$ cat config.mk
export PLATFORM = sky130hd
export DESIGN_NAME = stbl_queue
export DESIGN_NICKNAME = d
export VERILOG_FILES = /design/src/hw/rtl/stbl_pkg.sv /design/src/hw/rtl/stbl_queue.sv
export SDC_FILE = /design/constraint.sdc
export NUM_CORES = 1
export LEC_CHECK = 0
export ABC_AREA = 1
export BUFFER_PORTS_ARGS = -buffer_cell sky130_fd_sc_hd__buf_2
export CAP_MARGIN = 40
export CORE_MARGIN = 2
export CORE_UTILIZATION = 47
export DETAILED_ROUTE_END_ITERATION = 10
export PLACE_DENSITY_LB_ADDON = 0.3
export SLEW_MARGIN = 10
export SYNTH_ARGS = -nofsm -noshare
export SYNTH_HDL_FRONTEND = slang
export SYNTH_SLANG_ARGS = --single-unit
$ cat constraint.sdc
create_clock -name i_clk -period 4.08 [get_ports i_clk]
set_input_delay 0.816 -clock i_clk [delete_from_list [all_inputs] [get_ports i_clk]]
set_output_delay 0.816 -clock i_clk [all_outputs]
set_load 0.02 [all_outputs]
$ cat src/hw/rtl/stbl_pkg.sv
package stbl_pkg;

    localparam int MAX_PIXELS = 307200;
    localparam int ADDR_W     = 19;
    localparam logic [ADDR_W-1:0] LAST_ADDR = ADDR_W'(MAX_PIXELS - 1);

    localparam int CFG_IDX_W  = 3;
    localparam int CFG_DATA_W = 19;

    localparam logic [CFG_IDX_W-1:0] CFG_HUE          = 3'd0;
    localparam logic [CFG_IDX_W-1:0] CFG_SAT_GAIN     = 3'd1;
    localparam logic [CFG_IDX_W-1:0] CFG_VALUE_GAIN   = 3'd2;
    localparam logic [CFG_IDX_W-1:0] CFG_GHOST_WEIGHT = 3'd3;
    localparam logic [CFG_IDX_W-1:0] CFG_HIST_WEIGHT  = 3'd4;
    localparam logic [CFG_IDX_W-1:0] CFG_FRAME_PIXELS = 3'd5;

    localparam logic [8:0]  RST_HUE          = 9'd30;
    localparam logic [8:0]  RST_SAT_GAIN     = 9'd115;
    localparam logic [8:0]  RST_VALUE_GAIN   = 9'd269;
    localparam logic [8:0]  RST_GHOST_WEIGHT = 9'd102;
    localparam logic [8:0]  RST_HIST_WEIGHT  = 9'd154;
    localparam logic [18:0] RST_FRAME_PIXELS = 19'd307200;

    localparam logic [12:0] Q_ONE  = 13'd4096;
    localparam logic [8:0]  W_ONE  = 9'd256;

    typedef struct packed {
        logic [8:0]  hue;
        logic [8:0]  sat_gain;
        logic [8:0]  value_gain;
        logic [8:0]  ghost_weight;
        logic [8:0]  hist_weight;
        logic [18:0] frame_pixels;
    } t_cfg;

    typedef struct packed {
        logic [7:0]        mx;
        logic [7:0]        mn;
        logic [ADDR_W-1:0] addr;
        logic              last;
    } t_item;

    typedef struct packed {
        logic clearing;
    } t_status;

    typedef struct packed {
        logic              valid;
        logic [ADDR_W-1:0] addr;
        logic              last;
        logic [7:0]        mx;
        logic [12:0]       v12;
    } t_ctl;

    // Rounded Q1.12 product of two fractions no larger than one.
    function automatic logic [12:0] qmul(logic [12:0] a, logic [12:0] b);
        logic [26:0] p;
        begin
            p = 27'(a) * 27'(b) + 27'd2048;
            return p[24:12];
        end
    endfunction

    function automatic logic [12:0] gain_clamp(logic [12:0] x, logic [8:0] g);
        logic [21:0] p;
        begin
            p = 22'(x) * 22'(g) + 22'd128;
            return (p[21:8] > 14'(Q_ONE)) ? Q_ONE : p[20:8];
        end
    endfunction

    function automatic logic [7:0] to_byte(logic [12:0] x);
        logic [20:0] p;
        begin
            p = 21'(x) * 21'd255 + 21'd2048;
            return (p[20:12] > 9'd255) ? 8'd255 : p[19:12];
        end
    endfunction

    // Weight w is already limited to 256; the sum never exceeds 255 after the shift.
    function automatic logic [7:0] mix(logic [8:0] w, logic [7:0] a, logic [7:0] b);
        logic [16:0] s;
        begin
            s = 17'(w) * 17'(a) + 17'(W_ONE - w) * 17'(b) + 17'd128;
            return s[15:8];
        end
    endfunction

    // round(mx*4096/255) by a reciprocal multiply and one correction step.
    function automatic logic [12:0] v12_of(logic [7:0] mx);
        logic [19:0] n;
        logic [33:0] p;
        logic [12:0] q0;
        logic [19:0] r;
        begin
            n  = {mx, 12'b0} + 20'd127;
            p  = 34'(n) * 34'd4112;
            q0 = p[32:20];
            r  = n - ((20'(q0) << 8) - 20'(q0));
            return (r >= 20'd255) ? q0 + 13'd1 : q0;
        end
    endfunction

    // One restoring division step: returns the quotient bit over the new remainder.
    function automatic logic [20:0] div_step(logic [19:0] rem, logic [7:0] d, int k);
        logic [19:0] sh;
        begin
            sh = 20'(d) << k;
            if (rem >= sh) begin
                return {1'b1, rem - sh};
            end
            return {1'b0, rem};
        end
    endfunction

endpackage

$ cat src/hw/rtl/stbl_queue.sv
module stbl_queue (
    input  logic            i_clk,
    input  logic            i_rst_n,
    input  logic            i_push,
    input  stbl_pkg::t_item i_data,
    output logic            o_full,
    input  logic            i_pop,
    output stbl_pkg::t_item o_data,
    output logic            o_empty
);

    localparam int DEPTH = 4;

    stbl_pkg::t_item r_ent [DEPTH];
    logic [1:0]      r_wr;
    logic [1:0]      r_rd;
    logic [2:0]      r_cnt;

    assign o_full  = (r_cnt == 3'(DEPTH));
    assign o_empty = (r_cnt == 3'd0);
    assign o_data  = r_ent[r_rd];

    always_ff @(posedge i_clk) begin
        if (i_push) begin
            r_ent[r_wr] <= i_data;
        end
    end

    always_ff @(posedge i_clk) begin
        if (!i_rst_n) begin
            r_wr  <= '0;
            r_rd  <= '0;
            r_cnt <= '0;
        end else begin
            if (i_push) begin
                r_wr <= r_wr + 2'd1;
            end
            if (i_pop) begin
                r_rd <= r_rd + 2'd1;
            end
            r_cnt <= r_cnt + 3'(i_push) - 3'(i_pop);
        end
    end

endmodule

==> impl_metrics.json, run 1 <==
{
  "status": "completed",
  "layout_commonest_cell": "edfxtp_1",
  "ys_ff_latch": 153,
  "setup_viol_count_final": 0,
  "ir_drop_v": 0.000395,
  "syn_nets": 523,
  "yosys_warnings": 0,
  "swShare_pct": 24.0,
  "cts_tree": "yes",
  "drc": 0,
  "ant_nets": 0,
  "grt_overflow": 0,
  "grt_max_degree": 77,
  "start_kind": "flip-flop",
  "path_common_cell": "nand2_1",
  "power_mw": 3.79,
  "die_w_um": 120,
  "cts_sinks": 153,
  "end_kind": "primary output",
  "max_slew_margin_pct": 46.7,
  "drtIter0Drc": 250,
  "synth_cells": 476,
  "place_inst": 711,
  "final_cell_mix": "144 x edfxtp_1, 84 x inv_1, 77 x buf_2",
  "routed_wl_um": 11000,
  "cts_root_buf": "clkbuf_16",
  "h-tree-depth": 4,
  "netlist_top_cells_area": "edfxtp_1 68%, o211ai_2 6.7%, inv_1 5.2%, nand2_1 3.7%, a21oi_1 3.3%",
  "avgSynthCellArea_um2": 13.3,
  "grt_pass1_vias": 3539,
  "timing.final.crit_share_pct": 73.8,
  "via_per_inst": 4.88,
  "clock.fmax_mhz": 332,
  "worst_slew_pin_slew_ns": 0.800,
  "area_delta_synth_final_pct": 18.5,
  "routedWlPerCell_um": 14.8,
  "nNetsFinal": 601,
  "clk_latency_ns": 0.41,
  "p_seq_share_pct": 48.5,
  "power.switching_mw": 0.910,
  "num_vias": 3628,
  "finalClockSkew_ns": 0.00675,
  "synth.largest_area_cell": "edfxtp_1",
  "hpwl_um": 6630,
  "slowest_stage": "dfxtp_4",
  "cts_buffer_depth": 2,
  "cp.arrival_ns": 2.20,
  "hold_violations": 0,
  "worst-r2r-setup-slack_ns": 2.47,
  "p_leak_nw": 2.94,
  "cts_made_buffers": 17,
  "rows": 42,
  "endpoint": "o_data[27]",
  "ioPinCount": 78,
  "final_core_util_pct": 56.8,
  "cts_resized": 0,
  "grt_pass1_wl_um": 17400,
  "crit_chain": "buf_12, nand2_1, o211ai_2, nand2_1, buf_2",
  "port_buffers": 77,
  "worstPathRequired_ns": 3.26,
  "path_class": "reg -> out",
  "gp_congestion": 0.702,
  "drive_above_1_share_pct": 30.7,
  "p_int_mw": 2.89,
  "ys_seq_area_share_pct": 71.2,
  "fin_tns_setup_ns": 0,
  "dr.pass1.iters": 5,
  "synth.distinct_cells": 18,
  "path_delay_family": "flip-flops",
  "cp_num_buf_inv": 2,
  "start_util_pct": 47.9,
  "clkPwrFrac_pct": 41.4,
  "antenna_found_initial": 0,
  "die_area_um2": 14400,
  "whs_path_depth": 1,
  "core-area_um2": 13200,
  "track_usage_pct": 16.1,
  "rsz0062_at_grt": "no",
  "r2r_cells": 9,
  "hold_class": "reg -> reg",
  "postCtsHoldBufs": 0,
  "p_per_area_nw_per_um2": 507,
  "cp_max_fo": 76,
  "antennaDiodeCount": 0,
  "r2r_end": "r_cnt[2]",
  "p_comb_share_pct": 10.1,
  "die_h_um": 120,
  "worstSetupPathDepth": 5,
  "max_stage_delay_ns": 0.86,
  "finalNonFillerCells": 743,
  "cts_setup_buffers": 0,
  "synth_top_area_share_pct": 68.4,
  "max_cap_viol_count": 0,
  "path_clk_slew_ns": 0.06,
  "netlist_area_um2": 6320,
  "slew_violations": 0,
  "period_needed_ns": 3.01,
  "r2r-start": "r_cnt[0]"
}
-- cells in the mapped netlist --
cell type	count
nand2_2	20
inv_1	88
fa_1	1
nand2_1	62
o211ai_2	34
dfxtp_1	9
edfxtp_1	144
a21oi_1	42
o21ai_0	38
clkbuf_1	3
nor3_1	1
o21ai_1	2
ha_1	6
buf_2	13
buf_6	8
o211ai_1	2
nand3_1	1
nor2_1	2
-- registers in the layout (all words and copies together), names as in the netlist, named ones only --
register,cells
r_ent,144
r_cnt,3
r_rd,2
r_wr,2
-- cell families after synthesis --
logic type | after synthesis | synth area share, %
flip-flops | 153 | 71.2
AO/OA/AOI/OAI | 118 | 13.5
buffers and inverters | 112 | 7.86
AND/OR/NAND/NOR | 86 | 5.94
adder cells (fa/ha/maj) | 7 | 1.50
-- worst min path at each step --
| stage | startpoint | end | slack (ns) |
|---|---|---|---|
| 5_1_grt | r_rd[0] | flip-flop | 0.50 |
| 6_report | r_rd[0] | flip-flop | 0.48 |
| 3_3_place_gp | r_rd[1] | flip-flop | 0.43 |
| 3_5_place_dp | r_rd[1] | flip-flop | 0.47 |
| 4_1_cts | r_rd[0] | flip-flop | 0.48 |
| 2_1_floorplan | r_rd[1] | flip-flop | 0.44 |
-- worst reg2reg max path, cell delays in order, from the launching register on --
cell	delay, ns
dfxtp_1	0.35
inv_1	0.05
ha_1	0.26
inv_1	0.03
ha_1	0.19
fa_1	0.37
inv_1	0.08
nand3_1	0.07
nand2_1	0.06
nor2_1	0.04
-- final cells by class --
class	instances	area, um^2
Fill cell	1064	5700
Inverter	88	330
Clock inverter	15	176
Tap cell	176	220
Timing Repair Buffer	83	505
Multi-Input combinational cell	211	1320
Sequential cell	153	4510
Clock buffer	17	425
-- through the flow --
| step | area (um^2) | setup slack, ns | hold WS, ns |
|---|---|---|---|
| after detailed placement | 6890 | 1.50 | 0.468 |
| after global routing | 7490 | 0.874 | 0.501 |
| after CTS | 7490 | 1.05 | 0.481 |
| final | 7490 | 1.07 | 0.484 |
| after floorplan | 6320 | 2.13 | 0.436 |
| after global placement | 6790 | 1.52 | 0.435 |
-- power by group through the flow --
| stage | Clock (mW) | Sequential, mW | Combinational [mW] |
|---|---|---|---|
| floorplan | 0 | 1.84 | 0.276 |
| global placement | 0 | 1.88 | 0.353 |
| detailed placement | 0 | 1.87 | 0.387 |
| CTS | 1.59 | 1.84 | 0.389 |
| global route | 1.66 | 1.85 | 0.425 |
| finish | 1.57 | 1.84 | 0.383 |
-- routing by layer --
layer | vias to the layer above | routed length (um) | global-route usage (%)
met2 | 73 | 5610 | 27.1
met5 | - | 0 | 0
met3 | 12 | 528 | 5.70
met4 | 0 | 135 | 5.59
li1 | 1799 | - | -
met1 | 1744 | 4740 | 19.1
(Power assumes the default switching activity.)
==> inputs of run 2 (changes only) <==
Settings changed: ABC_AREA 1 to 0.
Clock period 4.08 ns to 2.6 ns, I/O delays scaled along.
==> impl_metrics.json, run 2 <==
{
  "status": "completed",
  "wl_met3_um": 471,
  "final_cell_mix": "144 x edfxtp_1, 77 x buf_2, 30 x mux4_2",
  "crit_chain": "buf_12, mux4_1, buf_2",
  "synthXorXnorAreaFrac_pct": 0.725,
  "ys.flop_type": "edfxtp_1",
  "place_inst": 454,
  "reg_top3": "r_ent (144), r_cnt (3)",
  "yosys_warnings": 0,
  "synth_mux_area_share_pct": 14.8,
  "start_kind": "flip-flop",
  "ant_nets": 0,
  "grt_pass1_wl_um": 14400,
  "synth_top_family_by_area": "multiplexers",
  "synth_top_area_share_pct": 76.0,
  "routedWlPerCell_um": 19.2,
  "cp_num_buf_inv": 2,
  "rsz0062_at_grt": "no",
  "route.met2.wl_um": 4710,
  "worstPathRequired_ns": 2.08,
  "setup_viol_count_final": 0,
  "drive_above_1_share_pct": 42.8,
  "synth.distinct_cells": 21,
  "cts_setup_buffers": 0,
  "layout_commonest_cell": "edfxtp_1",
  "clk_latency_ns": 0.41,
  "async_flop_share_pct": 0,
  "synth_compound_area_share_pct": 0.264,
  "ys_seq_area_share_pct": 79.1,
  "clock.fmax_mhz": 406,
  "antennaDiodeCount": 0,
  "postCtsHoldBufs": 0,
  "path_clk_slew_ns": 0.06,
  "syn_nets": 278,
  "timing.final.crit_share_pct": 94.7,
  "hold_violations": 0,
  "hpwl_um": 5850,
  "period_needed_ns": 2.46,
  "slew_violations": 0,
  "die_w_um": 114,
  "dr.pass1.iters": 4,
  "max_slew_margin_pct": 64.8,
  "track_usage_pct": 15.6,
  "top_layer_used": "met4",
  "antenna_found_initial": 1,
  "drtIter0Drc": 102,
  "largest_reg_flops": 144,
  "yosys-top-cells-count": "144 x edfxtp_1, 30 x mux4_2, 9 x dfxtp_1",
  "worstSetupPathDepth": 3,
  "synthSimpleGateAreaFrac_pct": 1.32,
  "cp.arrival_ns": 1.94,
  "num_vias": 2529,
  "area_delta_synth_final_pct": 20.4,
  "synth_cells": 231,
  "ir_drop_v": 0.000457,
  "slowest_stage": "mux4_1",
  "grt_max_degree": 22,
  "synth.largest_area_cell": "edfxtp_1",
  "p_per_area_nw_per_um2": 840,
  "path_delay_family": "multiplexers",
  "rows": 40,
  "power_mw": 5.76,
  "cts_tree": "yes",
  "die_h_um": 114,
  "ioPinCount": 78,
  "port_buffers": 77,
  "synth_fa_ha_area_share_pct": 1.67,
  "synth_edf_count": 144,
  "dp_slack_ns": 0.533,
  "max_stage_delay_ns": 0.58,
  "cts_root_buf": "clkbuf_16",
  "drc": 0,
  "max_cap_viol_count": 0,
  "setup_ws_ns": 0.138,
  "end_kind": "primary output",
  "die_area_um2": 13000,
  "cts_sinks": 153,
  "via_per_inst": 5.20,
  "cts_resized": 0,
  "nNetsFinal": 373,
  "top_register": "r_ent",
  "start_util_pct": 47.8,
  "worst_slew_pin_slew_ns": 0.529,
  "cp_max_fo": 20,
  "finalClockSkew_ns": 0.00692,
  "p_leak_nw": 2.38,
  "cts_buffer_depth": 2,
  "h-tree-depth": 4,
  "path_class": "reg -> out",
  "r2r_cells": 7,
  "finalNonFillerCells": 486,
  "routed_wl_um": 9310,
  "gp_congestion": 0.650,
  "fin_tns_setup_ns": 0,
  "whs_path_depth": 1,
  "whs_ns": 0.318,
  "netlist_area_um2": 5690,
  "core-area_um2": 11900,
  "wl_met1_um": 3970,
  "cts_made_buffers": 17,
  "grt_pass1_vias": 2659,
  "ys_ff_latch": 153,
  "synth_most_common_cell": "edfxtp_1",
  "netlist_top_cells_area": "edfxtp_1 76%, mux4_2 12%, dfxtp_1 3.2%, mux4_1 2.8%, ha_1 1.3%",
  "avgSynthCellArea_um2": 24.6,
  "grt_overflow": 0,
  "hold_class": "in -> reg"
}
[run 2: where the power goes]
| group | switching (mW) | internal [mW] | leakage (nW) | total, mW |
|---|---|---|---|---|
| registers | 0.0507 | 2.83 | 1.40 | 2.88 |
| logic | 0.339 | 0.279 | 0.719 | 0.618 |
| clock network | 0.865 | 1.39 | 0.261 | 2.26 |
| total | 1.26 | 4.50 | 2.38 | 5.76 |
[run 2: stage by stage]
stage / utilization [%] / instance area [um^2]
6_report: 57.5 / 6850
3_3_place_gp: 52.9 / 6300
3_5_place_dp: 52.9 / 6300
5_1_grt: 57.5 / 6850
2_1_floorplan: - / 5690
4_1_cts: 57.5 / 6850
[run 2: metal layers]
| metal | up-vias | track usage [%] |
|---|---|---|
| li1 | 1161 | - |
| met1 | 1288 | 19.1 |
| met2 | 63 | 25.4 |
| met3 | 17 | 5.79 |
| met4 | 0 | 6.34 |
| met5 | - | 0 |
[run 2: area by class of cell]
type / count / area (um^2)
sequential: 153 / 4510
fill: 898 / 5060
multi-input combinational: 63 / 1070
tap: 147 / 184
clock inverter: 11 / 105
inverter: 7 / 26.3
timing repair buffer: 84 / 513
clock buffer: 21 / 440
[run 2: cell families after synthesis]
logic type,count (synthesis)
AOI/OAI and AO/OA,2
xor gates and xnor gates,3
adders and majority gates,7
buffers and inverters,15
DFF,153
muxes,37
and+or+nand+nor,14
[run 2: worst paths after layout]
kind / startpoint / endpoint / slack, ns
worst max-delay path: flip-flop / o_data[1] / 0.14
worst min-delay path: i_data[9] / r_ent[1][9] / 0.32
worst max register to register: r_cnt[0] / r_cnt[2] / 0.83
worst min register to register: r_rd[1] / flip-flop / 0.53
