--- src/hw/rtl/stbl_pkg.sv ---
package stbl_pkg;

    localparam int MAX_PIXELS = 307200;
    localparam int ADDR_W     = 19;
    localparam logic [ADDR_W-1:0] LAST_ADDR = ADDR_W'(MAX_PIXELS - 1);

    localparam int CFG_IDX_W  = 3;
    localparam int CFG_DATA_W = 19;

    localparam logic [CFG_IDX_W-1:0] CFG_HUE          = 3'd0;
    localparam logic [CFG_IDX_W-1:0] CFG_SAT_GAIN     = 3'd1;
    localparam logic [CFG_IDX_W-1:0] CFG_VALUE_GAIN   = 3'd2;
    localparam logic [CFG_IDX_W-1:0] CFG_GHOST_WEIGHT = 3'd3;
    localparam logic [CFG_IDX_W-1:0] CFG_HIST_WEIGHT  = 3'd4;
    localparam logic [CFG_IDX_W-1:0] CFG_FRAME_PIXELS = 3'd5;

    localparam logic [8:0]  RST_HUE          = 9'd30;
    localparam logic [8:0]  RST_SAT_GAIN     = 9'd115;
    localparam logic [8:0]  RST_VALUE_GAIN   = 9'd269;
    localparam logic [8:0]  RST_GHOST_WEIGHT = 9'd102;
    localparam logic [8:0]  RST_HIST_WEIGHT  = 9'd154;
    localparam logic [18:0] RST_FRAME_PIXELS = 19'd307200;

    localparam logic [12:0] Q_ONE  = 13'd4096;
    localparam logic [8:0]  W_ONE  = 9'd256;

    typedef struct packed {
        logic [8:0]  hue;
        logic [8:0]  sat_gain;
        logic [8:0]  value_gain;
        logic [8:0]  ghost_weight;
        logic [8:0]  hist_weight;
        logic [18:0] frame_pixels;
    } t_cfg;

    typedef struct packed {
        logic [7:0]        mx;
        logic [7:0]        mn;
        logic [ADDR_W-1:0] addr;
        logic              last;
    } t_item;

    typedef struct packed {
        logic clearing;
    } t_status;

    typedef struct packed {
        logic              valid;
        logic [ADDR_W-1:0] addr;
        logic              last;
        logic [7:0]        mx;
        logic [12:0]       v12;
    } t_ctl;

    // Rounded Q1.12 product of two fractions no larger than one.
    function automatic logic [12:0] qmul(logic [12:0] a, logic [12:0] b);
        logic [26:0] p;
        begin
            p = 27'(a) * 27'(b) + 27'd2048;
            return p[24:12];
        end
    endfunction

    function automatic logic [12:0] gain_clamp(logic [12:0] x, logic [8:0] g);
        logic [21:0] p;
        begin
            p = 22'(x) * 22'(g) + 22'd128;
            return (p[21:8] > 14'(Q_ONE)) ? Q_ONE : p[20:8];
        end
    endfunction

    function automatic logic [7:0] to_byte(logic [12:0] x);
        logic [20:0] p;
        begin
            p = 21'(x) * 21'd255 + 21'd2048;
            return (p[20:12] > 9'd255) ? 8'd255 : p[19:12];
        end
    endfunction

    // Weight w is already limited to 256; the sum never exceeds 255 after the shift.
    function automatic logic [7:0] mix(logic [8:0] w, logic [7:0] a, logic [7:0] b);
        logic [16:0] s;
        begin
            s = 17'(w) * 17'(a) + 17'(W_ONE - w) * 17'(b) + 17'd128;
            return s[15:8];
        end
    endfunction

    // round(mx*4096/255) by a reciprocal multiply and one correction step.
    function automatic logic [12:0] v12_of(logic [7:0] mx);
        logic [19:0] n;
        logic [33:0] p;
        logic [12:0] q0;
        logic [19:0] r;
        begin
            n  = {mx, 12'b0} + 20'd127;
            p  = 34'(n) * 34'd4112;
            q0 = p[32:20];
            r  = n - ((20'(q0) << 8) - 20'(q0));
            return (r >= 20'd255) ? q0 + 13'd1 : q0;
        end
    endfunction

    // One restoring division step: returns the quotient bit over the new remainder.
    function automatic logic [20:0] div_step(logic [19:0] rem, logic [7:0] d, int k);
        logic [19:0] sh;
        begin
            sh = 20'(d) << k;
            if (rem >= sh) begin
                return {1'b1, rem - sh};
            end
            return {1'b0, rem};
        end
    endfunction

endpackage

--- src/hw/rtl/stbl_front.sv ---
module stbl_front (
    input  logic                                i_clk,
    input  logic                                i_rst_n,
    input  logic                                i_cfg_valid,
    input  logic [stbl_pkg::CFG_IDX_W-1:0]      i_cfg_index,
    input  logic [stbl_pkg::CFG_DATA_W-1:0]     i_cfg_data,
    output stbl_pkg::t_cfg                      o_cfg,
    input  logic                                i_accept,
    input  logic [7:0]                          i_red,
    input  logic [7:0]                          i_green,
    input  logic [7:0]                          i_blue,
    output stbl_pkg::t_item                     o_item
);

    stbl_pkg::t_cfg                  r_cfg;
    logic [stbl_pkg::ADDR_W-1:0]     r_pos;
    logic [stbl_pkg::ADDR_W-1:0]     n_pos;
    logic [18:0]                     len;
    logic [19:0]                     pos_inc;
    logic                            last;
    logic [7:0]                      mx_rg;
    logic [7:0]                      mn_rg;

    always_ff @(posedge i_clk) begin
        if (!i_rst_n) begin
            r_cfg.hue          <= stbl_pkg::RST_HUE;
            r_cfg.sat_gain     <= stbl_pkg::RST_SAT_GAIN;
            r_cfg.value_gain   <= stbl_pkg::RST_VALUE_GAIN;
            r_cfg.ghost_weight <= stbl_pkg::RST_GHOST_WEIGHT;
            r_cfg.hist_weight  <= stbl_pkg::RST_HIST_WEIGHT;
            r_cfg.frame_pixels <= stbl_pkg::RST_FRAME_PIXELS;
        end else if (i_cfg_valid) begin
            unique case (i_cfg_index)
                stbl_pkg::CFG_HUE:          r_cfg.hue          <= i_cfg_data[8:0];
                stbl_pkg::CFG_SAT_GAIN:     r_cfg.sat_gain     <= i_cfg_data[8:0];
                stbl_pkg::CFG_VALUE_GAIN:   r_cfg.value_gain   <= i_cfg_data[8:0];
                stbl_pkg::CFG_GHOST_WEIGHT: r_cfg.ghost_weight <= i_cfg_data[8:0];
                stbl_pkg::CFG_HIST_WEIGHT:  r_cfg.hist_weight  <= i_cfg_data[8:0];
                stbl_pkg::CFG_FRAME_PIXELS: r_cfg.frame_pixels <= i_cfg_data;
                default: ;
            endcase
        end
    end

    assign o_cfg = r_cfg;

    always_comb begin
        priority if (r_cfg.frame_pixels == 19'd0) begin
            len = 19'd1;
        end else if (r_cfg.frame_pixels > 19'(stbl_pkg::MAX_PIXELS)) begin
            len = 19'(stbl_pkg::MAX_PIXELS);
        end else begin
            len = r_cfg.frame_pixels;
        end
        pos_inc = 20'(r_pos) + 20'd1;
        last    = (pos_inc >= 20'(len));
        n_pos   = last ? '0 : pos_inc[stbl_pkg::ADDR_W-1:0];
    end

    always_ff @(posedge i_clk) begin
        if (!i_rst_n) begin
            r_pos <= '0;
        end else if (i_accept) begin
            r_pos <= n_pos;
        end
    end

    always_comb begin
        mx_rg = (i_green > i_red) ? i_green : i_red;
        mn_rg = (i_green < i_red) ? i_green : i_red;
        o_item.mx   = (i_blue > mx_rg) ? i_blue : mx_rg;
        o_item.mn   = (i_blue < mn_rg) ? i_blue : mn_rg;
        o_item.addr = r_pos;
        o_item.last = last;
    end

endmodule

--- config.mk ---
export PLATFORM = sky130hd
export DESIGN_NAME = stbl_front
export DESIGN_NICKNAME = d
export VERILOG_FILES = /design/src/hw/rtl/stbl_pkg.sv /design/src/hw/rtl/stbl_front.sv
export SDC_FILE = /design/constraint.sdc
export NUM_CORES = 1
export LEC_CHECK = 0
export BUFFER_PORTS_ARGS = -buffer_cell sky130_fd_sc_hd__buf_2
export CAP_MARGIN = 5
export CORE_MARGIN = 3
export CORE_UTILIZATION = 43
export CTS_BUF_LIST = sky130_fd_sc_hd__clkbuf_4 sky130_fd_sc_hd__clkbuf_8 sky130_fd_sc_hd__clkbuf_16
export CTS_CLUSTER_SIZE = 8
export DETAILED_ROUTE_END_ITERATION = 12
export PLACE_DENSITY = 0.69
export SLEW_MARGIN = 20
export SYNTH_ARGS = -nofsm -noshare
export SYNTH_HDL_FRONTEND = slang
export SYNTH_SLANG_ARGS = --single-unit
--- constraint.sdc ---
create_clock -name i_clk -period 10.8 [get_ports i_clk]
set_clock_uncertainty 0.2 [all_clocks]
set_input_delay 2.16 -clock i_clk [delete_from_list [all_inputs] [get_ports i_clk]]
set_output_delay 2.16 -clock i_clk [all_outputs]
set_load 0.01 [all_outputs]
==> results_dict.tcl, run 1 <==
set metrics [dict create \
    status "finished clean" \
    drive_gt1_share_pct 24.1 \
    worstSetupPathType "in -> out" \
    ys_seq_area_share_pct 33.3 \
    ys_ff_latch 83 \
    antenna_found_initial 0 \
    grt_pass1_vias 4714 \
    ys.warnings.count 0 \
    dieHeight_um 114 \
    synth_nets 718 \
    fin_cells 904 \
    worst_r2r_endpoint "r_pos[17]" \
    synthArstFlopShare_pct 0 \
    wl_um 13900 \
    place.gp.congestion 0.910 \
    hold_start "o_cfg[49]" \
    hold_buffers 0 \
    critical-path-top-delay-family "compound AO/OA/AOI/OAI gates" \
    cpMaxStageDelayCell "a21oi_2" \
    path_max_fanout 9 \
    antenna_left 0 \
    grtUsageMet1_pct 27.8 \
    grt_util_all_layers_pct 21.6 \
    port_buffers 149 \
    critPathBufInv 3 \
    yosysTopAreaCell "dfxtp_1" \
    drc 0 \
    path_clk_slew_ns 0.06 \
    rr_worst_depth 13 \
    syn_inst 625 \
    grt_first_pass_wirelength_um 22900 \
    slowest_delay_ns 0.53 \
    ys_types 57 \
    rsz0062_at_grt "false" \
    busiest_layer "met2" \
    grt_util_met2_pct 34.9 \
    drt-pass1-iter-count 4 \
    setup_violations 0 \
    drt-initial-drc-count 214 \
    diodes 0 \
    cts_tree "built" \
    grt_max_degree 88 \
    synth-edff-count 0 \
    coreArea_um2 11100 \
    avgViaCountPerCell 5.39 \
    gr-total-overflow 0 \
    slew_headroom_pct 47.0 \
    cp_data_required_time_ns 8.44 \
    cp-start-kind "input port" \
    synthTopCellsByArea "dfxtp_1 (33%), nand2_1 (13%), ha_1 (11%)" \
    area_delta_synth_final_pct 21.9 \
    dieArea_um2 12900 \
    clkLatencyLatePin_ns 0.33 \
    drv_slew 0 \
    synth_top_area_share_pct 33.3 \
    r2r_slack_ns 6.73 \
    drv_cap 0 \
    floorplan.rows 38 \
    p_leak_nw 2.95 \
    holdWs_ns 0.267 \
    die_w_um 114 \
    ys.flop_type "dfxtp_1" \
    nets 853 \
    vias 4870 \
    power.density_nw_per_um2 124 \
    min_to "o_cfg[49]" \
    syn_area_per_cell_um2 7.99 \
    cts-root-buf "clkbuf_16" \
    cts_setup_buffers 0 \
    start_util_pct 45.1 \
    htree_levels 3 \
    syn_area_um2 4990 \
    clk_path_buf_depth 2 \
    endpoint_kind "primary output" \
    hold_path.class "reg -> reg" \
    io_pins 150 \
    worstMarginPinSlew_ns 0.795 \
    dp_cells 889 \
    fillCellCount 1059 \
    worstReg2RegStart "r_pos[0]" \
    utilization_pct 54.9 \
    hold_depth 2 \
    cts-buffers-inserted 9 \
    wl_per_cell_um 15.4 \
    crit_path_cell_trace "buf_2 -> inv_1 -> ha_1 -> nand2_1 -> nor2_2 -> o21ai_2 -> a22oi_4 -> mux2_2 -> ha_1 -> nor2b_1 -> o21a_1 -> o21a_1 -> o21ai_0 -> a21oi_2 -> mux2i_1 -> buf_2" \
    setup-tns-final_ns 0 \
    fmax_mhz 128 \
    hpwl_um 10600 \
    post_cts_resize_count 0 \
    peakVddDrop_uv 86.6 \
    fin_crit_ns 7.80 \
    hold_violations 0 \
    cts.sinks 83 \
    cp.arrival_ns 5.44 \
    grt_util_met3_pct 6.26 \
    period_share_pct 72.2 \
]
==> cells in the final DEF (no fill, tap or decap), types with 7 or more instances in the layout <==
cell       count
clkbuf_16      9
nand3_1       44
a21boi_0      42
xor2_1         7
xnor2_1        7
dfxtp_1       83
nand2b_1      12
nand4_1        8
nand2_1      171
a21oi_1       15
mux2i_1       29
ha_1          43
inv_1         25
buf_2        149
nor2_1        20
o21ai_0        9
==> worst max path at each step <==
stage | from | to | slack, ns | cells after the start
floorplan | i_red[7] | o_item[29] | 3.53 | 14
global placement | i_red[7] | o_item[34] | 3.15 | 16
detailed placement | i_red[7] | o_item[30] | 2.99 | 16
CTS | i_red[7] | o_item[30] | 2.98 | 16
global route | i_red[7] | o_item[31] | 2.79 | 16
finish | i_red[7] | o_item[30] | 3.00 | 16
==> power breakdown <==
group	leakage (nW)	internal [mW]	switching [mW]
Sequential	0.673	0.313	0.00563
Clock	0.135	0.162	0.126
Combinational	2.14	0.0629	0.0861
==> synth_stat cells (7+ instances only) <==
library cell / n
a21boi_0: 42
a21oi_1: 15
clkbuf_1: 20
dfxtp_1: 83
ha_1: 43
inv_1: 25
mux2i_1: 29
nand2_1: 171
nand2b_1: 12
nand3_1: 44
nand4_1: 8
nor2_1: 20
o21ai_0: 9
xnor2_1: 7
xor2_1: 7
==> cell type report <==
| class | instances | area, um2 | area share (%) |
|---|---|---|---|
| flip-flops and latches | 83 | 1660 | 27.3 |
| inverters | 26 | 97.6 | 1.60 |
| repair buffers | 150 | 753 | 12.4 |
| well taps | 140 | 175 | 2.88 |
| clock inverters | 5 | 38.8 | 0.637 |
| multi-input cells | 490 | 3120 | 51.3 |
| clock buffers | 10 | 239 | 3.93 |
==> flip-flops by register name (all words and copies together) (netlist names) <==
signal	count
o_cfg	64
r_pos	19
==> through the flow <==
stage          power (mW)  setup slack, ns  area, um2
6_report            0.756             3.00       6080
5_1_grt             0.792             2.79       6080
4_1_cts             0.760             2.98       6080
3_5_place_dp        0.475             2.99       5810
3_3_place_gp        0.471             3.15       5810
2_1_floorplan       0.421             3.53       4990
==> worst reg2reg max path, delay by kind of cell (launching register included) <==
kind	cells	cell delay, ns
AND/OR/NAND/NOR	6	1.50
AO/OA/AOI/OAI	4	0.93
adder cells (fa/ha/maj)	2	0.57
flip-flops	1	0.45
XOR/XNOR	1	0.34
==> logic make-up (layout without fill, tap and decap cells) <==
logic type                 count (synthesis)  after routing  synth area share [%]
DFF                                       83             83                  33.3
buffers and inverters                     52            191                  4.24
adders and majority gates                 43             43                  10.8
and+or+nand+nor                          293            293                  26.7
xor gates and xnor gates                  14             14                  2.46
AOI/OAI and AO/OA                        110            110                  16.5
muxes                                     30             30                  6.04
==> layer usage <==
metal,up-vias,share of wire (%)
met3,20,7.2
met5,-,0
met4,0,1.6
met1,2267,44
li1,2424,-
met2,159,47
No activity file was read; power rests on OpenSTA's default activity.
==> inputs of run 2 (changes only) <==
--- a/config.mk
+++ b/config.mk
@@ -12,7 +12,7 @@
 export CTS_BUF_LIST = sky130_fd_sc_hd__clkbuf_4 sky130_fd_sc_hd__clkbuf_8 sky130_fd_sc_hd__clkbuf_16
 export CTS_CLUSTER_SIZE = 8
 export DETAILED_ROUTE_END_ITERATION = 12
-export PLACE_DENSITY = 0.69
+export PLACE_DENSITY = 0.71
 export SLEW_MARGIN = 20
 export SYNTH_ARGS = -nofsm -noshare
 export SYNTH_HDL_FRONTEND = slang
==> constraint.sdc (replaced) <==
create_clock -name i_clk -period 7 [get_ports i_clk]
set_clock_uncertainty 0.2 [all_clocks]
set_input_delay 1.4 -clock i_clk [delete_from_list [all_inputs] [get_ports i_clk]]
set_output_delay 1.4 -clock i_clk [all_outputs]
set_load 0.01 [all_outputs]
==> results_dict.tcl, run 2 (synthesis results as in run 1) <==
set metrics [dict create \
    status "finished clean" \
    cts.sinks 83 \
    endpoint_kind "primary output" \
    largest_register_ffs 64 \
    worstSetupPathType "in -> out" \
    cp.arrival_ns 4.71 \
    grt_pass1_vias 4544 \
    final-seq-area_um2 1660 \
    start_util_pct 45.1 \
    fin_crit_ns 6.31 \
    setup-tns-final_ns 0 \
    drt-initial-drc-count 282 \
    cts-root-buf "clkbuf_16" \
    layout_commonest_cell "nand2_1" \
    hold_violations 0 \
    diodes 0 \
    slowest_delay_ns 0.53 \
    multi_input_area_um2 3120 \
    drv_cap 0 \
    setup_violations 0 \
    slew_headroom_pct 47.8 \
    avgViaCountPerCell 5.33 \
    cts_setup_buffers 0 \
    dieHeight_um 114 \
    grt_first_pass_wirelength_um 22400 \
    port_buffers 149 \
    layout_common_cells "nand2_1 (171), buf_2 (149), dfxtp_1 (83)" \
    cts_tree "built" \
    coreArea_um2 11100 \
    crit_path_cell_trace "buf_2 -> inv_1 -> ha_1 -> nand2_1 -> nor2_2 -> o21ai_2 -> a22oi_4 -> mux2_2 -> ha_1 -> nor2b_1 -> o21a_1 -> o21a_1 -> o21ai_0 -> a21oi_2 -> mux2i_1 -> buf_2" \
    vias 4822 \
    drv_slew 0 \
    drive_gt1_share_pct 24.1 \
    htree_levels 3 \
    drc 0 \
    place.gp.congestion 0.884 \
    antenna_left 0 \
    wl_um 13900 \
    path_max_fanout 9 \
    hold_path.class "reg -> reg" \
    grt_max_degree 88 \
    grt_util_all_layers_pct 21.2 \
    drt-pass1-iter-count 8 \
    cts-buffers-inserted 9 \
    fillCellCount 1044 \
    clk_path_buf_depth 2 \
    path_clk_slew_ns 0.06 \
    power.total_mw 1.19 \
    wl_per_cell_um 15.4 \
    p_leak_nw 2.95 \
    io_pins 150 \
    power.density_nw_per_um2 196 \
    dieArea_um2 12900 \
    post_cts_resize_count 0 \
    fmax_mhz 158 \
    peakVddDrop_uv 152 \
    antenna_found_initial 0 \
    floorplan.rows 38 \
    hold_buffers 0 \
    rsz0062_at_grt "false" \
    worstMarginPinSlew_ns 0.783 \
    hpwl_um 10500 \
    die_w_um 114 \
    cp_data_required_time_ns 5.40 \
    gr-total-overflow 0 \
    area_delta_synth_final_pct 22.2 \
    nets 853 \
    period_share_pct 90.1 \
    cp-start-kind "input port" \
    cpMaxStageDelayCell "a21oi_2" \
    clkLatencyLatePin_ns 0.34 \
]
[run 2: layout make-up]
class	instances	share of cell area (%)
clock buffers	9	3.69
inverters	26	1.60
repair buffers	150	12.4
flip-flops and latches	83	27.2
well taps	140	2.87
multi-input cells	490	51.1
clock inverters	6	1.09
[run 2: path summary, 6_finish.rpt]
check | startpoint | endpoint | slack, ns | cells after the start
worst max-delay path | i_red[7] | o_item[32] | 0.69 | 16
worst min register to register | o_cfg[25] | o_cfg[25] | 0.26 | 2
worst max register to register | r_pos[0] | r_pos[18] | 2.91 | 13
worst min-delay path | o_cfg[25] | o_cfg[25] | 0.26 | 2
[run 2: metrics by stage]
step | hold WS (ns) | area [um2] | std cells | worst slack [ns] | utilization (%)
6_report | 0.261 | 6100 | 904 | 0.690 | 55.0
3_3_place_gp | 0.249 | 5810 | 889 | 0.861 | 52.4
5_1_grt | 0.294 | 6100 | 904 | 0.481 | 55.0
2_1_floorplan | 0.288 | 4990 | 625 | 1.25 | -
4_1_cts | 0.264 | 6100 | 904 | 0.658 | 55.0
3_5_place_dp | 0.251 | 5810 | 889 | 0.674 | 52.4
[run 2: routing by layer]
metal  global-route usage [%]  wire length (um)  up-vias
li1                         -                 -     2423
met1                     27.9              6160     2219
met2                     34.2              6480      163
met3                     5.84              1120       17
met4                     6.17               170        0
met5                        0                 0        -
[run 2: worst max-delay path: cells and delay by family]
family	cells	cell delay (ns)
AOI/OAI and AO/OA	6	1.39
adders and majority gates	2	0.51
buffers and inverters	3	0.30
muxes	2	0.68
and+or+nand+nor	3	0.41
[run 2: power breakdown]
| part | switching [mW] | internal (mW) | leakage, nW |
|---|---|---|---|
| logic | 0.134 | 0.0972 | 2.14 |
| clock network | 0.196 | 0.275 | 0.134 |
| registers | 0.00837 | 0.483 | 0.673 |
==> inputs of run 3 (changes only) <==
--- a/config.mk
+++ b/config.mk
@@ -6,13 +6,15 @@
 export NUM_CORES = 1
 export LEC_CHECK = 0
 export BUFFER_PORTS_ARGS = -buffer_cell sky130_fd_sc_hd__buf_2
-export CAP_MARGIN = 5
+export CAP_MARGIN = 20
+export CELL_PAD_IN_SITES_DETAIL_PLACEMENT = 0
+export CELL_PAD_IN_SITES_GLOBAL_PLACEMENT = 2
 export CORE_MARGIN = 3
-export CORE_UTILIZATION = 43
+export CORE_UTILIZATION = 26
 export CTS_BUF_LIST = sky130_fd_sc_hd__clkbuf_4 sky130_fd_sc_hd__clkbuf_8 sky130_fd_sc_hd__clkbuf_16
 export CTS_CLUSTER_SIZE = 8
 export DETAILED_ROUTE_END_ITERATION = 12
-export PLACE_DENSITY = 0.71
+export PLACE_DENSITY_LB_ADDON = 0.1
 export SLEW_MARGIN = 20
 export SYNTH_ARGS = -nofsm -noshare
 export SYNTH_HDL_FRONTEND = slang
==> results_dict.tcl, run 3 (synthesis results as in run 1) <==
set metrics [dict create \
    place.gp.congestion 0.816 \
    coreArea_um2 18800 \
    grt_max_degree 45 \
    largest_register_ffs 64 \
    rr_worst_depth 13 \
    layout_common_cells "nand2_1 (171), buf_2 (149), dfxtp_1 (83)" \
    drive_gt1_share_pct 24.2 \
    fin_crit_ns 6.25 \
    drv_cap 0 \
    status "finished clean" \
    cts-root-buf "clkbuf_16" \
    slew_headroom_pct 48.6 \
    floorplan.rows 50 \
    cp.arrival_ns 4.65 \
    rsz0062_at_grt "false" \
    area_delta_synth_final_pct 24.7 \
    start_util_pct 26.6 \
    cts.sinks 83 \
    worst_r2r_endpoint "r_pos[17]" \
    grt_util_met2_pct 23.9 \
    holdWs_ns 0.260 \
    vias 4736 \
    hpwl_um 12300 \
    wl_um 16300 \
    fmax_mhz 160 \
    cts_tree "built" \
    grt_first_pass_wirelength_um 25400 \
    r2r_slack_ns 2.76 \
    avgViaCountPerCell 4.74 \
    antenna_found_initial 0 \
    hold_violations 0 \
    place_worst_setup_slack_ns 0.741 \
    drt-initial-drc-count 211 \
    worstSetupPathType "in -> out" \
    path_clk_slew_ns 0.07 \
    hold_buffers 0 \
    path_max_fanout 9 \
    die_w_um 145 \
    setup-tns-final_ns 0 \
    worstReg2RegStart "r_pos[0]" \
    post_cts_resize_count 0 \
    fin_area_um2 6220 \
    cpMaxStageDelayCell "a21oi_2" \
    cp_data_required_time_ns 5.40 \
    drt-pass1-iter-count 4 \
    peakVddDrop_uv 115 \
    worst_slack_ns 0.749 \
    wl_per_cell_um 16.3 \
    clkLatencyLatePin_ns 0.35 \
    hold_start "o_cfg[60]" \
    worstMarginPinSlew_ns 0.772 \
    htree_levels 3 \
    clk_path_buf_depth 2 \
    hold_path.class "reg -> reg" \
    dieArea_um2 20900 \
    nets 853 \
    diodes 0 \
    period_share_pct 89.3 \
    placed_area_um2 5920 \
    cp-start-kind "input port" \
    setup_violations 0 \
    drc 0 \
    cts_setup_buffers 0 \
    hold_depth 2 \
    gr-total-overflow 0 \
    port_buffers 149 \
    busiest_layer "met2" \
    p_leak_nw 2.97 \
    slowest_delay_ns 0.53 \
    cts-buffers-inserted 9 \
    grt_pass1_vias 4611 \
    grt_util_all_layers_pct 15.7 \
    antenna_left 0 \
    grtUsageMet1_pct 21.8 \
    min_to "o_cfg[60]" \
    io_pins 150 \
    power.density_nw_per_um2 196 \
    endpoint_kind "primary output" \
    grt_util_met3_pct 4.17 \
    crit_path_cell_trace "buf_2 -> inv_1 -> ha_1 -> nand2_1 -> nor2_2 -> o21ai_2 -> a22oi_4 -> mux2_2 -> ha_1 -> nor2b_1 -> o21a_1 -> o21a_1 -> o21ai_0 -> a21oi_2 -> mux2i_1 -> buf_2" \
    drv_slew 0 \
    layout_commonest_cell "nand2_1" \
    dieHeight_um 145 \
]
==> run 3: layer usage <==
| metal | share of wire (%) | up-vias | wire, um |
|---|---|---|---|
| met4 | 1.1 | 0 | 175 |
| met2 | 44 | 116 | 7140 |
| met1 | 48 | 2187 | 7800 |
| met5 | 0 | - | 0 |
| li1 | - | 2422 | - |
| met3 | 7.0 | 11 | 1130 |
==> run 3: per-stage QoR <==
step | cells | utilization, % | total power [mW]
finish | 999 | 33.2 | 1.22
global route | 999 | 33.2 | 1.29
CTS | 999 | 33.2 | 1.24
detailed placement | 983 | 31.6 | 0.740
global placement | 983 | 31.6 | 0.737
floorplan | 625 | - | 0.650
==> run 3: worst max path at each step <==
stage | startpoint | end | slack (ns) | cells after the start
floorplan | i_red[7] | o_item[29] | 1.25 | 14
finish | i_red[7] | o_item[34] | 0.75 | 16
global placement | i_red[7] | o_item[29] | 0.83 | 16
global route | i_red[7] | o_item[30] | 0.42 | 16
CTS | i_red[7] | o_item[34] | 0.73 | 16
detailed placement | i_red[7] | o_item[34] | 0.74 | 16
==> run 3: critical path, delay by kind of cell <==
| family | cells | cell delay (ns) |
|---|---|---|
| fa+ha+maj | 2 | 0.51 |
| compound gates | 6 | 1.38 |
| mux | 2 | 0.66 |
| buf+inv | 3 | 0.30 |
| simple gates | 3 | 0.39 |
==> run 3: report_power, final <==
group          internal, mW  total (mW)  switching, mW
Clock                 0.280       0.493          0.213
Sequential            0.483       0.492        0.00894
Combinational        0.0971       0.233          0.136
Total                 0.860        1.22          0.358
==> run 3: layout make-up <==
cell class	instances	area, um2
fillers	2079	12500
multi-input cells	490	3120
flip-flops and latches	83	1660
repair buffers	150	753
well taps	234	293
clock buffers	9	225
inverters	26	97.6
clock inverters	7	75.1
